==> config.mk <==
export PLATFORM = sky130hd
export DESIGN_NAME = mpeg_audio_header_decode_top
export DESIGN_NICKNAME = d
export VERILOG_FILES = /design/src/sv/mahd_pkg.sv /design/src/sv/mahd_frame_len.sv /design/src/sv/mpeg_audio_header_decode_top.sv
export SDC_FILE = /design/constraint.sdc
export NUM_CORES = 1
export LEC_CHECK = 0
export BUFFER_PORTS_ARGS = -buffer_cell sky130_fd_sc_hd__buf_2
export CORE_UTILIZATION = 65
export DETAILED_ROUTE_END_ITERATION = 8
export GPL_ROUTABILITY_DRIVEN = 0
export HOLD_SLACK_MARGIN = 0.1
export PLACE_DENSITY = 0.85
export SYNTH_ARGS = -nofsm -noshare
export SYNTH_HDL_FRONTEND = slang
export SYNTH_SLANG_ARGS = --single-unit
==> constraint.sdc <==
create_clock -name clk_i -period 11.3 [get_ports clk_i]
set_clock_uncertainty 0.2 [all_clocks]
set_input_delay 1.13 -clock clk_i [delete_from_list [all_inputs] [get_ports clk_i]]
set_output_delay 1.13 -clock clk_i [all_outputs]
set_load 0.01 [all_outputs]
==> src/sv/mahd_pkg.sv <==
package mahd_pkg;

  localparam int unsigned PipeDepth   = 4;
  localparam int unsigned XWidth      = 17;
  localparam int unsigned YWidth      = 20;
  localparam int unsigned QWidth      = 12;
  localparam int unsigned RecipWidth  = 27;
  localparam int unsigned RecipShift  = 28;
  localparam int unsigned ProdWidth   = YWidth + RecipWidth;

  localparam logic [RecipWidth-1:0] Recip441 = 27'd608697;
  localparam logic [RecipWidth-1:0] Recip3   = 27'd89478485;
  localparam logic [8:0]            Div441   = 9'd441;
  localparam logic [8:0]            Div3     = 9'd3;
  localparam logic [8:0]            Div1     = 9'd1;

  localparam logic [10:0] SyncWord    = 11'h7FF;
  localparam logic [1:0]  VcodeMpeg1  = 2'b11;
  localparam logic [1:0]  VcodeMpeg2  = 2'b10;
  localparam logic [1:0]  VcodeMpeg25 = 2'b00;
  localparam logic [1:0]  VerMpeg1    = 2'd0;
  localparam logic [1:0]  VerMpeg2    = 2'd1;
  localparam logic [1:0]  VerMpeg25   = 2'd2;
  localparam logic [1:0]  LayerRsvd   = 2'd0;
  localparam logic [1:0]  LayerOne    = 2'd1;
  localparam logic [1:0]  LayerThree  = 2'd3;
  localparam logic [3:0]  BidxBad     = 4'd15;
  localparam logic [1:0]  EmphRsvd    = 2'd2;
  localparam logic [1:0]  ModeMono    = 2'b11;
  localparam logic [10:0] FrameMax    = 11'd2047;

  localparam logic [7:0] CoefL1   = 8'd12;
  localparam logic [7:0] CoefLong = 8'd144;
  localparam logic [7:0] CoefHalf = 8'd72;

  typedef enum logic [1:0] {
    BaseRate44k  = 2'd0,
    BaseRate48k  = 2'd1,
    BaseRate32k  = 2'd2,
    BaseRateRsvd = 2'd3
  } mahd_base_e;

  typedef struct packed {
    mahd_base_e base;
    logic       pad;
    logic       layer1;
    logic       len_en;
  } mahd_len_ctl_t;

  typedef struct packed {
    logic        header_ok;
    logic [1:0]  ver;
    logic [1:0]  layer;
    logic [15:0] sr;
    logic [8:0]  kbps;
    logic [1:0]  chan;
  } mahd_side_t;

  localparam logic [8:0] RateTable [5][16] = '{
    '{9'd0, 9'd32, 9'd64, 9'd96, 9'd128, 9'd160, 9'd192, 9'd224,
      9'd256, 9'd288, 9'd320, 9'd352, 9'd384, 9'd416, 9'd448, 9'd0},
    '{9'd0, 9'd32, 9'd48, 9'd56, 9'd64, 9'd80, 9'd96, 9'd112,
      9'd128, 9'd160, 9'd192, 9'd224, 9'd256, 9'd320, 9'd384, 9'd0},
    '{9'd0, 9'd32, 9'd40, 9'd48, 9'd56, 9'd64, 9'd80, 9'd96,
      9'd112, 9'd128, 9'd160, 9'd192, 9'd224, 9'd256, 9'd320, 9'd0},
    '{9'd0, 9'd32, 9'd48, 9'd56, 9'd64, 9'd80, 9'd96, 9'd112,
      9'd128, 9'd144, 9'd160, 9'd176, 9'd192, 9'd224, 9'd256, 9'd0},
    '{9'd0, 9'd8, 9'd16, 9'd24, 9'd32, 9'd40, 9'd48, 9'd56,
      9'd64, 9'd80, 9'd96, 9'd112, 9'd128, 9'd144, 9'd160, 9'd0}
  };

  function automatic logic [15:0] base_rate_hz(input mahd_base_e sel);
    logic [15:0] hz;
    case (sel)
      BaseRate44k: hz = 16'd44100;
      BaseRate48k: hz = 16'd48000;
      BaseRate32k: hz = 16'd32000;
      default:     hz = 16'd0;
    endcase
    return hz;
  endfunction

  function automatic logic [8:0] kbps_lookup(input logic [2:0] row, input logic [3:0] idx);
    logic [8:0] kb;
    if (row < 3'd5) begin
      kb = RateTable[row][idx];
    end else begin
      kb = 9'd0;
    end
    return kb;
  endfunction

endpackage

==> src/sv/mahd_frame_len.sv <==
module mahd_frame_len
  import mahd_pkg::*;
(
  input  logic                clk_i,
  input  mahd_len_ctl_t       ctl_i,
  input  logic [XWidth-1:0]   x_i,
  output logic [10:0]         len_o
);

  logic [YWidth-1:0]     y_d;
  logic [RecipWidth-1:0] m_d;
  logic [8:0]            div_d;
  logic                  bypass_d;
  logic [ProdWidth-1:0]  prod;
  logic [QWidth-1:0]     q0_d;

  logic [YWidth-1:0]     y_q;
  logic [8:0]            div_q;
  logic [QWidth-1:0]     q0_q;
  mahd_len_ctl_t         ctl2_q;

  logic [YWidth-1:0]     qd_prod;
  logic [YWidth-1:0]     rem;
  logic [QWidth-1:0]     q_d;
  logic [QWidth-1:0]     q_q;
  mahd_len_ctl_t         ctl3_q;

  logic [QWidth:0]       sum;
  logic [QWidth+2:0]     scaled;
  logic [10:0]           len_d;
  logic [10:0]           len_q;

  always_comb begin
    y_d      = '0;
    m_d      = '0;
    div_d    = Div1;
    bypass_d = 1'b0;
    case (ctl_i.base)
      BaseRate44k: begin
        y_d   = YWidth'(x_i) * YWidth'(10);
        m_d   = Recip441;
        div_d = Div441;
      end
      BaseRate48k: begin
        y_d   = YWidth'(x_i >> 4);
        m_d   = Recip3;
        div_d = Div3;
      end
      BaseRate32k: begin
        y_d      = YWidth'(x_i >> 5);
        bypass_d = 1'b1;
      end
      default: begin
        y_d = '0;
      end
    endcase
    prod = ProdWidth'(y_d) * ProdWidth'(m_d);
    q0_d = bypass_d ? y_d[QWidth-1:0] : prod[RecipShift +: QWidth];
  end

  always_ff @(posedge clk_i) begin
    y_q    <= y_d;
    div_q  <= div_d;
    q0_q   <= q0_d;
    ctl2_q <= ctl_i;
  end

  always_comb begin
    qd_prod = YWidth'(q0_q) * YWidth'(div_q);
    rem     = y_q - qd_prod;
    q_d     = (rem >= YWidth'(div_q)) ? q0_q + QWidth'(1) : q0_q;
  end

  always_ff @(posedge clk_i) begin
    q_q    <= q_d;
    ctl3_q <= ctl2_q;
  end

  always_comb begin
    sum    = (QWidth+1)'(q_q) + (QWidth+1)'(ctl3_q.pad);
    scaled = ctl3_q.layer1 ? {sum, 2'b00} : (QWidth+3)'(sum);
    if (!ctl3_q.len_en) begin
      len_d = '0;
    end else if (scaled > (QWidth+3)'(FrameMax)) begin
      len_d = FrameMax;
    end else begin
      len_d = scaled[10:0];
    end
  end

  always_ff @(posedge clk_i) begin
    len_q <= len_d;
  end

  assign len_o = len_q;

endmodule

==> src/sv/mpeg_audio_header_decode_top.sv <==
// MPEG audio frame header decoder. Takes one 32-bit header per cycle on start_i and
// returns its decoded fields with done_o after the input register and the frame length
// path; busy_o is always low, so a new header may be given in every cycle and results
// leave at the same rate. The division by the sample rate in that path is a reciprocal
// multiply (a shift at 32 kHz), a remainder correction and a pad, scale and clamp stage.
module mpeg_audio_header_decode_top
  import mahd_pkg::*;
(
  input  logic        clk_i,
  input  logic        rst_ni,
  input  logic        start_i,
  output logic        busy_o,
  input  logic [31:0] header_word_i,
  output logic        done_o,
  output logic        header_ok_o,
  output logic [1:0]  mpeg_version_o,
  output logic [1:0]  layer_number_o,
  output logic [15:0] sample_rate_hz_o,
  output logic [8:0]  bitrate_kbps_o,
  output logic [10:0] frame_bytes_o,
  output logic [1:0]  channel_count_o
);

  logic [10:0]       sync;
  logic [1:0]        vcode;
  logic [1:0]        lcode;
  logic [3:0]        bidx;
  logic [1:0]        fidx;
  logic [1:0]        mode;
  logic [1:0]        emph;
  logic              ver_ok;
  logic [2:0]        row;
  logic [7:0]        coef;

  mahd_side_t        side_d;
  mahd_len_ctl_t     ctl_d;
  logic [XWidth-1:0] x_d;

  logic [PipeDepth-1:0] vld_q;
  mahd_side_t           side_q [PipeDepth];
  mahd_len_ctl_t        ctl_q;
  logic [XWidth-1:0]    x_q;
  logic [10:0]          len;

  assign busy_o = 1'b0;

  always_comb begin
    sync  = header_word_i[31:21];
    vcode = header_word_i[20:19];
    lcode = header_word_i[18:17];
    bidx  = header_word_i[15:12];
    fidx  = header_word_i[11:10];
    mode  = header_word_i[7:6];
    emph  = header_word_i[1:0];

    ver_ok     = 1'b1;
    side_d.ver = VerMpeg1;
    case (vcode)
      VcodeMpeg1:  side_d.ver = VerMpeg1;
      VcodeMpeg2:  side_d.ver = VerMpeg2;
      VcodeMpeg25: side_d.ver = VerMpeg25;
      default:     ver_ok     = 1'b0;
    endcase

    side_d.layer = 2'd0 - lcode;
    side_d.sr    = ver_ok ? (base_rate_hz(mahd_base_e'(fidx)) >> side_d.ver) : 16'd0;

    if (side_d.ver == VerMpeg1) begin
      row = 3'(side_d.layer - LayerOne);
    end else begin
      row = (side_d.layer == LayerOne) ? 3'd3 : 3'd4;
    end
    side_d.kbps = (ver_ok && side_d.layer != LayerRsvd) ? kbps_lookup(row, bidx) : 9'd0;

    side_d.chan      = (mode == ModeMono) ? 2'd1 : 2'd2;
    side_d.header_ok = (sync == SyncWord) && ver_ok && (lcode != 2'b00)
                       && (bidx != BidxBad) && (fidx != 2'd3) && (emph != EmphRsvd);

    if (side_d.layer == LayerOne) begin
      coef = CoefL1;
    end else if (side_d.layer == LayerThree && side_d.ver != VerMpeg1) begin
      coef = CoefHalf;
    end else begin
      coef = CoefLong;
    end
    x_d = (XWidth'(coef) * XWidth'(side_d.kbps)) << side_d.ver;

    ctl_d.base   = mahd_base_e'(fidx);
    ctl_d.pad    = header_word_i[9];
    ctl_d.layer1 = (side_d.layer == LayerOne);
    ctl_d.len_en = (side_d.kbps != 9'd0) && (side_d.sr != 16'd0);
  end

  always_ff @(posedge clk_i or negedge rst_ni) begin
    if (!rst_ni) begin
      vld_q <= '0;
    end else begin
      vld_q <= {vld_q[PipeDepth-2:0], start_i && !busy_o};
    end
  end

  always_ff @(posedge clk_i) begin
    side_q[0] <= side_d;
    ctl_q     <= ctl_d;
    x_q       <= x_d;
    for (int i = 1; i < PipeDepth; i++) begin
      side_q[i] <= side_q[i-1];
    end
  end

  mahd_frame_len u_frame_len (
    .clk_i (clk_i),
    .ctl_i (ctl_q),
    .x_i   (x_q),
    .len_o (len)
  );

  assign done_o           = vld_q[PipeDepth-1];
  assign header_ok_o      = side_q[PipeDepth-1].header_ok;
  assign mpeg_version_o   = side_q[PipeDepth-1].ver;
  assign layer_number_o   = side_q[PipeDepth-1].layer;
  assign sample_rate_hz_o = side_q[PipeDepth-1].sr;
  assign bitrate_kbps_o   = side_q[PipeDepth-1].kbps;
  assign frame_bytes_o    = len;
  assign channel_count_o  = side_q[PipeDepth-1].chan;

endmodule

==> results.sh, run 1 <==
export IMPL_first_pass_iters=7
export IMPL_nFillCells=2131
export IMPL_tns_ns=0
export IMPL_die_h_um=182
export IMPL_yosysWarnings=0
export IMPL_synthCells=2092
export IMPL_cts_setup_buffers=0
export IMPL_io_pins=80
export IMPL_regArea_sq_mm=0.00402
export IMPL_syn_area_per_cell_sq_um=10.1
export IMPL_relSlewSlack_pct=32.7
export IMPL_postLayoutCoreUtil_pct=71.2
export IMPL_grt_pass1_vias=16500
export IMPL_cp_required_ns=11.41
export IMPL_crit_arrival_ns=9.95
export IMPL_grt_overflow=0
export IMPL_cap_violations=0
export IMPL_fmax_ghz=0.102
export IMPL_synth_area_leaders="fa_1 (32%), ha_1 (19%), dfxtp_1 (19%)"
export IMPL_cp_slowest_cell="fa_1"
export IMPL_syn_cell_area_sq_mm=0.0211
export IMPL_timing_final_crit_share_pct=87.0
export IMPL_max_stage_delay_ns=0.55
export IMPL_clock_sinks=200
export IMPL_max_slew_worst_pin_slew_ns=0.999
export IMPL_rsz0062_at_grt="false"
export IMPL_critPathMostFrequentCell="fa_1"
export IMPL_drc=0
export IMPL_grt_pass1_wl_mm=81.4
export IMPL_synth_seq_cells=200
export IMPL_yosysTopAreaCell="fa_1"
export IMPL_crit_family="adder cells"
export IMPL_synth_edf_count=0
export IMPL_hold_viol=0
export IMPL_clk_pin_slew_ns=0.07
export IMPL_ant_nets=0
export IMPL_dpl_hpwl_mm=40.5
export IMPL_core_sq_mm=0.0317
export IMPL_status="finished, final reports clean"
export IMPL_nets=2898
export IMPL_setup_viol_count_final=0
export IMPL_yosysSeqAreaShare_pct=19.1
export IMPL_die_width_um=182
export IMPL_finalCriticalPeriod_ns=9.83
export IMPL_clock_latency_ns=0.43
export IMPL_start_kind="flop"
export IMPL_synth_ff_type="dfxtp_1"
export IMPL_multi_input_area_sq_mm=0.0152
export IMPL_cts_tree="yes"
export IMPL_vias=14900
export IMPL_cts_made_buffers=17
export IMPL_worstPathMaxFanout=6
export IMPL_yosys_cell_types_count=87
export IMPL_clk_path_buf_depth=2
export IMPL_holdWs_ns=0.124
export IMPL_drt_wirelength_per_cell_um=18.6
export IMPL_h_tree_depth=4
export IMPL_synth_top_cell_area_share_pct=32.2
export IMPL_synth_async_sr_flop_share_pct=2.00
export IMPL_timing_critical_path_to_type="flop"
export IMPL_hold_class="flop to flop"
export IMPL_grt_max_degree=42
export IMPL_crit_buf_inv=2
export IMPL_viasPerCell=5.68
export IMPL_drive_gt1_share_pct=6.18
export IMPL_core_rowCount=65
export IMPL_synthTopCellsByCount="inv_1 (509), fa_1 (339), ha_1 (319)"
export IMPL_slew_viol_final=0
export IMPL_antenna_found_initial=1
export IMPL_syn_to_final_growth_pct=7.21
export IMPL_io_buffers=69
export IMPL_clockRootBuffer="clkbuf_16"
export IMPL_cts_resized=0
export IMPL_start_util_pct=66.4
export IMPL_die_area_sq_mm=0.0331
export IMPL_grt_usage_pct=31.6
export IMPL_synth_most_common_cell="inv_1"
export IMPL_cts_hold_buffers=0
export IMPL_dr_first_iter_drc_count=1312
export IMPL_crit_type="flop to flop"
export IMPL_wl_mm=48.8
==> worst paths after layout <==
kind	from	end	slack, ns	cells after the start
worst max-delay path	x_q[8]	u_frame_len.q0_q[11]	1.47	32
worst min-delay path	side_q[0][12]	side_q[1][12]	0.12	0
worst max register to register	x_q[8]	u_frame_len.q0_q[11]	1.47	32
worst min register to register	side_q[0][12]	side_q[1][12]	0.12	0
max in group asynchronous	rst_ni	vld_q[3]	10.49	1
min in group asynchronous	rst_ni	vld_q[1]	0.29	1
==> final cells by class <==
type,count,area share (%)
Clock inverter,15,0.787
Timing Repair Buffer,70,1.56
Tap cell,402,2.23
Clock buffer,17,1.88
Antenna cell,1,0.0111
Sequential cell,200,17.8
Multi-Input combinational cell,1406,67.2
Inverter,510,8.48
==> layout by cell type, fill, tap and decap left out, drive strengths merged, types with 14 or more instances in the layout <==
master  synthesis  layout
a21o           27      27
a21oi          59      59
and2           30      30
and3           14      14
buf             7      70
clkbuf         31      17
conb            2      64
dfxtp         196     196
fa            339     339
ha            319     319
inv           510     518
mux2i          14      14
nand2         107     107
nand3          24      24
nand4          15      15
nor2           95      95
nor3           21      21
o21ai          69      69
xnor2          52      52
xor2           15      15
==> stage by stage <==
step	std cells	instance area [sq um]	worst slack [ns]
after floorplan	2154	21300	2.75
after global placement	2588	22000	1.80
after detailed placement	2588	22000	1.58
after CTS	2620	22600	1.52
after global routing	2621	22600	0.986
final	2621	22600	1.47
==> state kept, by name (all words and copies together) (netlist names) <==
name / flops
ctl_q: 5
side_q: 116
u_frame_len.ctl2_q: 3
u_frame_len.ctl3_q: 3
u_frame_len.div_q: 2
u_frame_len.len_o: 11
u_frame_len.q0_q: 12
u_frame_len.q_q: 12
u_frame_len.y_q: 20
vld_q: 4
x_q: 12
==> cells by family after synthesis <==
group	after synthesis	synth area share (%)
buffers and inverters	548	9.93
DFF	200	19.1
other	2	0.0357
and+or+nand+nor	344	8.05
muxes	17	0.844
AOI/OAI and AO/OA	255	7.91
xor gates and xnor gates	68	2.93
adders and majority gates	658	51.2
==> per-layer routing <==
metal  up-vias  wire length, um  track usage (%)
met2       684            25200             56.2
met4         0             2410             15.0
met5         -                0                0
met3       213             3090             4.17
met1      7276            18100             37.9
li1       6714                -                -
Power of run 1 is not shown: default switching activity piles up to over one toggle a cycle in this logic, so the estimate is an artifact.
==> inputs of run 2 (changes only) <==
- clock period: 11.3 -> 9.3 ns (I/O delays scaled with it)
==> results.sh, run 2 (synthesized netlist as in run 1, its figures left out) <==
export IMPL_max_slew_worst_pin_slew_ns=0.955
export IMPL_clockRootBuffer="clkbuf_16"
export IMPL_clock_latency_ns=0.43
export IMPL_setup_viol_count_final=0
export IMPL_fin_cells=2635
export IMPL_cp_required_ns=9.41
export IMPL_largest_register_ffs=116
export IMPL_crit_family="adder cells"
export IMPL_clk_path_buf_depth=2
export IMPL_timing_critical_path_to_type="flop"
export IMPL_max_stage_delay_ns=0.59
export IMPL_dpl_hpwl_mm=40.9
export IMPL_vias=15000
export IMPL_drive_gt1_share_pct=7.75
export IMPL_grt_max_degree=42
export IMPL_grt_overflow=0
export IMPL_syn_to_final_growth_pct=8.60
export IMPL_hold_viol=0
export IMPL_wl_mm=49.5
export IMPL_crit_buf_inv=5
export IMPL_ant_nets=0
export IMPL_die_width_um=182
export IMPL_die_h_um=182
export IMPL_finalCriticalPeriod_ns=9.02
export IMPL_io_buffers=69
export IMPL_reg2regPathDepth=34
export IMPL_antenna_found_initial=1
export IMPL_tns_ns=0
export IMPL_holdPathStages=0
export IMPL_cp_slowest_cell="fa_2"
export IMPL_dr_first_iter_drc_count=1148
export IMPL_drc=0
export IMPL_rr_endpoint="u_frame_len.q0_q[11]"
export IMPL_cts_tree="yes"
export IMPL_grt_pass1_vias=16300
export IMPL_final_cell_mix="inv_1 (509), fa_1 (337), ha_1 (319)"
export IMPL_status="finished, final reports clean"
export IMPL_crit_type="flop to flop"
export IMPL_hold_class="flop to flop"
export IMPL_critPathMostFrequentCell="fa_1"
export IMPL_placed_cells=2598
export IMPL_start_kind="flop"
export IMPL_diodes=0
export IMPL_drt_wirelength_per_cell_um=18.8
export IMPL_grt_pass1_wl_mm=81.0
export IMPL_r2r_slack_ns=0.28
export IMPL_timing_final_crit_share_pct=97.0
export IMPL_die_area_sq_mm=0.0331
export IMPL_io_pins=80
export IMPL_holdPathEnd="side_q[1][27]"
export IMPL_crit_reg2reg_launch="x_q[6]"
export IMPL_cts_made_buffers=17
export IMPL_h_tree_depth=4
export IMPL_clock_sinks=200
export IMPL_largest_register="side_q"
export IMPL_worstHoldStart="side_q[0][27]"
export IMPL_cap_violations=0
export IMPL_slew_viol_final=0
export IMPL_crit_arrival_ns=9.12
export IMPL_worstPathMaxFanout=4
export IMPL_viasPerCell=5.69
export IMPL_final_common_cell="inv_1"
export IMPL_nets=2913
export IMPL_reg_top3="side_q (116), u_frame_len.y_q (20)"
export IMPL_relSlewSlack_pct=35.7
export IMPL_first_pass_iters=6
export IMPL_fmax_ghz=0.111
export IMPL_start_util_pct=66.4
export IMPL_core_rowCount=65
export IMPL_clk_pin_slew_ns=0.08
export IMPL_core_sq_mm=0.0317
export IMPL_grt_usage_pct=31.5
## run 2: stage by stage
stage	utilization (%)	area [sq um]	hold slack, ns	worst slack (ns)
floorplan	-	21300	0.110	0.754
global placement	69.5	22000	0.110	0.258
detailed placement	69.5	22000	0.112	-0.00161
finish	72.1	22900	0.122	0.283
CTS	71.6	22700	0.121	0.00579
global route	72.1	22900	0.125	-0.163
## run 2: layout make-up
type / count / area [sq um]
Clock buffer: 18 / 450
Inverter: 510 / 1910
Tap cell: 402 / 503
Multi-Input combinational cell: 1406 / 15300
Clock inverter: 14 / 195
Sequential cell: 200 / 4030
Fill cell: 2078 / 8850
Timing Repair Buffer: 85 / 468
## run 2: how the worst max path moves through the flow
stage,from,end,cells past startpoint
final,x_q[6],u_frame_len.q0_q[11],34
after global routing,x_q[7],u_frame_len.q0_q[11],31
after CTS,x_q[6],u_frame_len.q0_q[11],34
after global placement,x_q[7],u_frame_len.q0_q[11],31
after detailed placement,x_q[6],u_frame_len.q0_q[11],34
after floorplan,x_q[8],u_frame_len.q0_q[11],33
## run 2: worst reg2reg max path, delay by kind of cell (launching register included)
family / cells / cell delay (ns)
AO/OA/AOI/OAI: 13 / 2.33
flip-flops: 1 / 0.34
multiplexers: 1 / 0.26
adder cells (fa/ha/maj): 11 / 4.65
AND/OR/NAND/NOR: 2 / 0.38
XOR/XNOR: 2 / 0.28
buffers and inverters: 5 / 0.47
## run 2: metal layers
metal | track usage (%) | wire length (um)
met1 | 38.4 | 18600
met2 | 55.2 | 25100
met3 | 4.39 | 3130
met4 | 15.1 | 2640
met5 | 0 | 0
## run 2: repair_timing
action / in CTS / in global routing
hold endpoints to repair: 4 / 0
hold buffers: 1 / 0
setup buffers: 0 / 4
gates resized for setup: 2 / 29
setup endpoints to repair: 1 / 10
cloned: 0 / 0
pin swaps: 0 / 23
Power of run 2 is left out for the same reason.
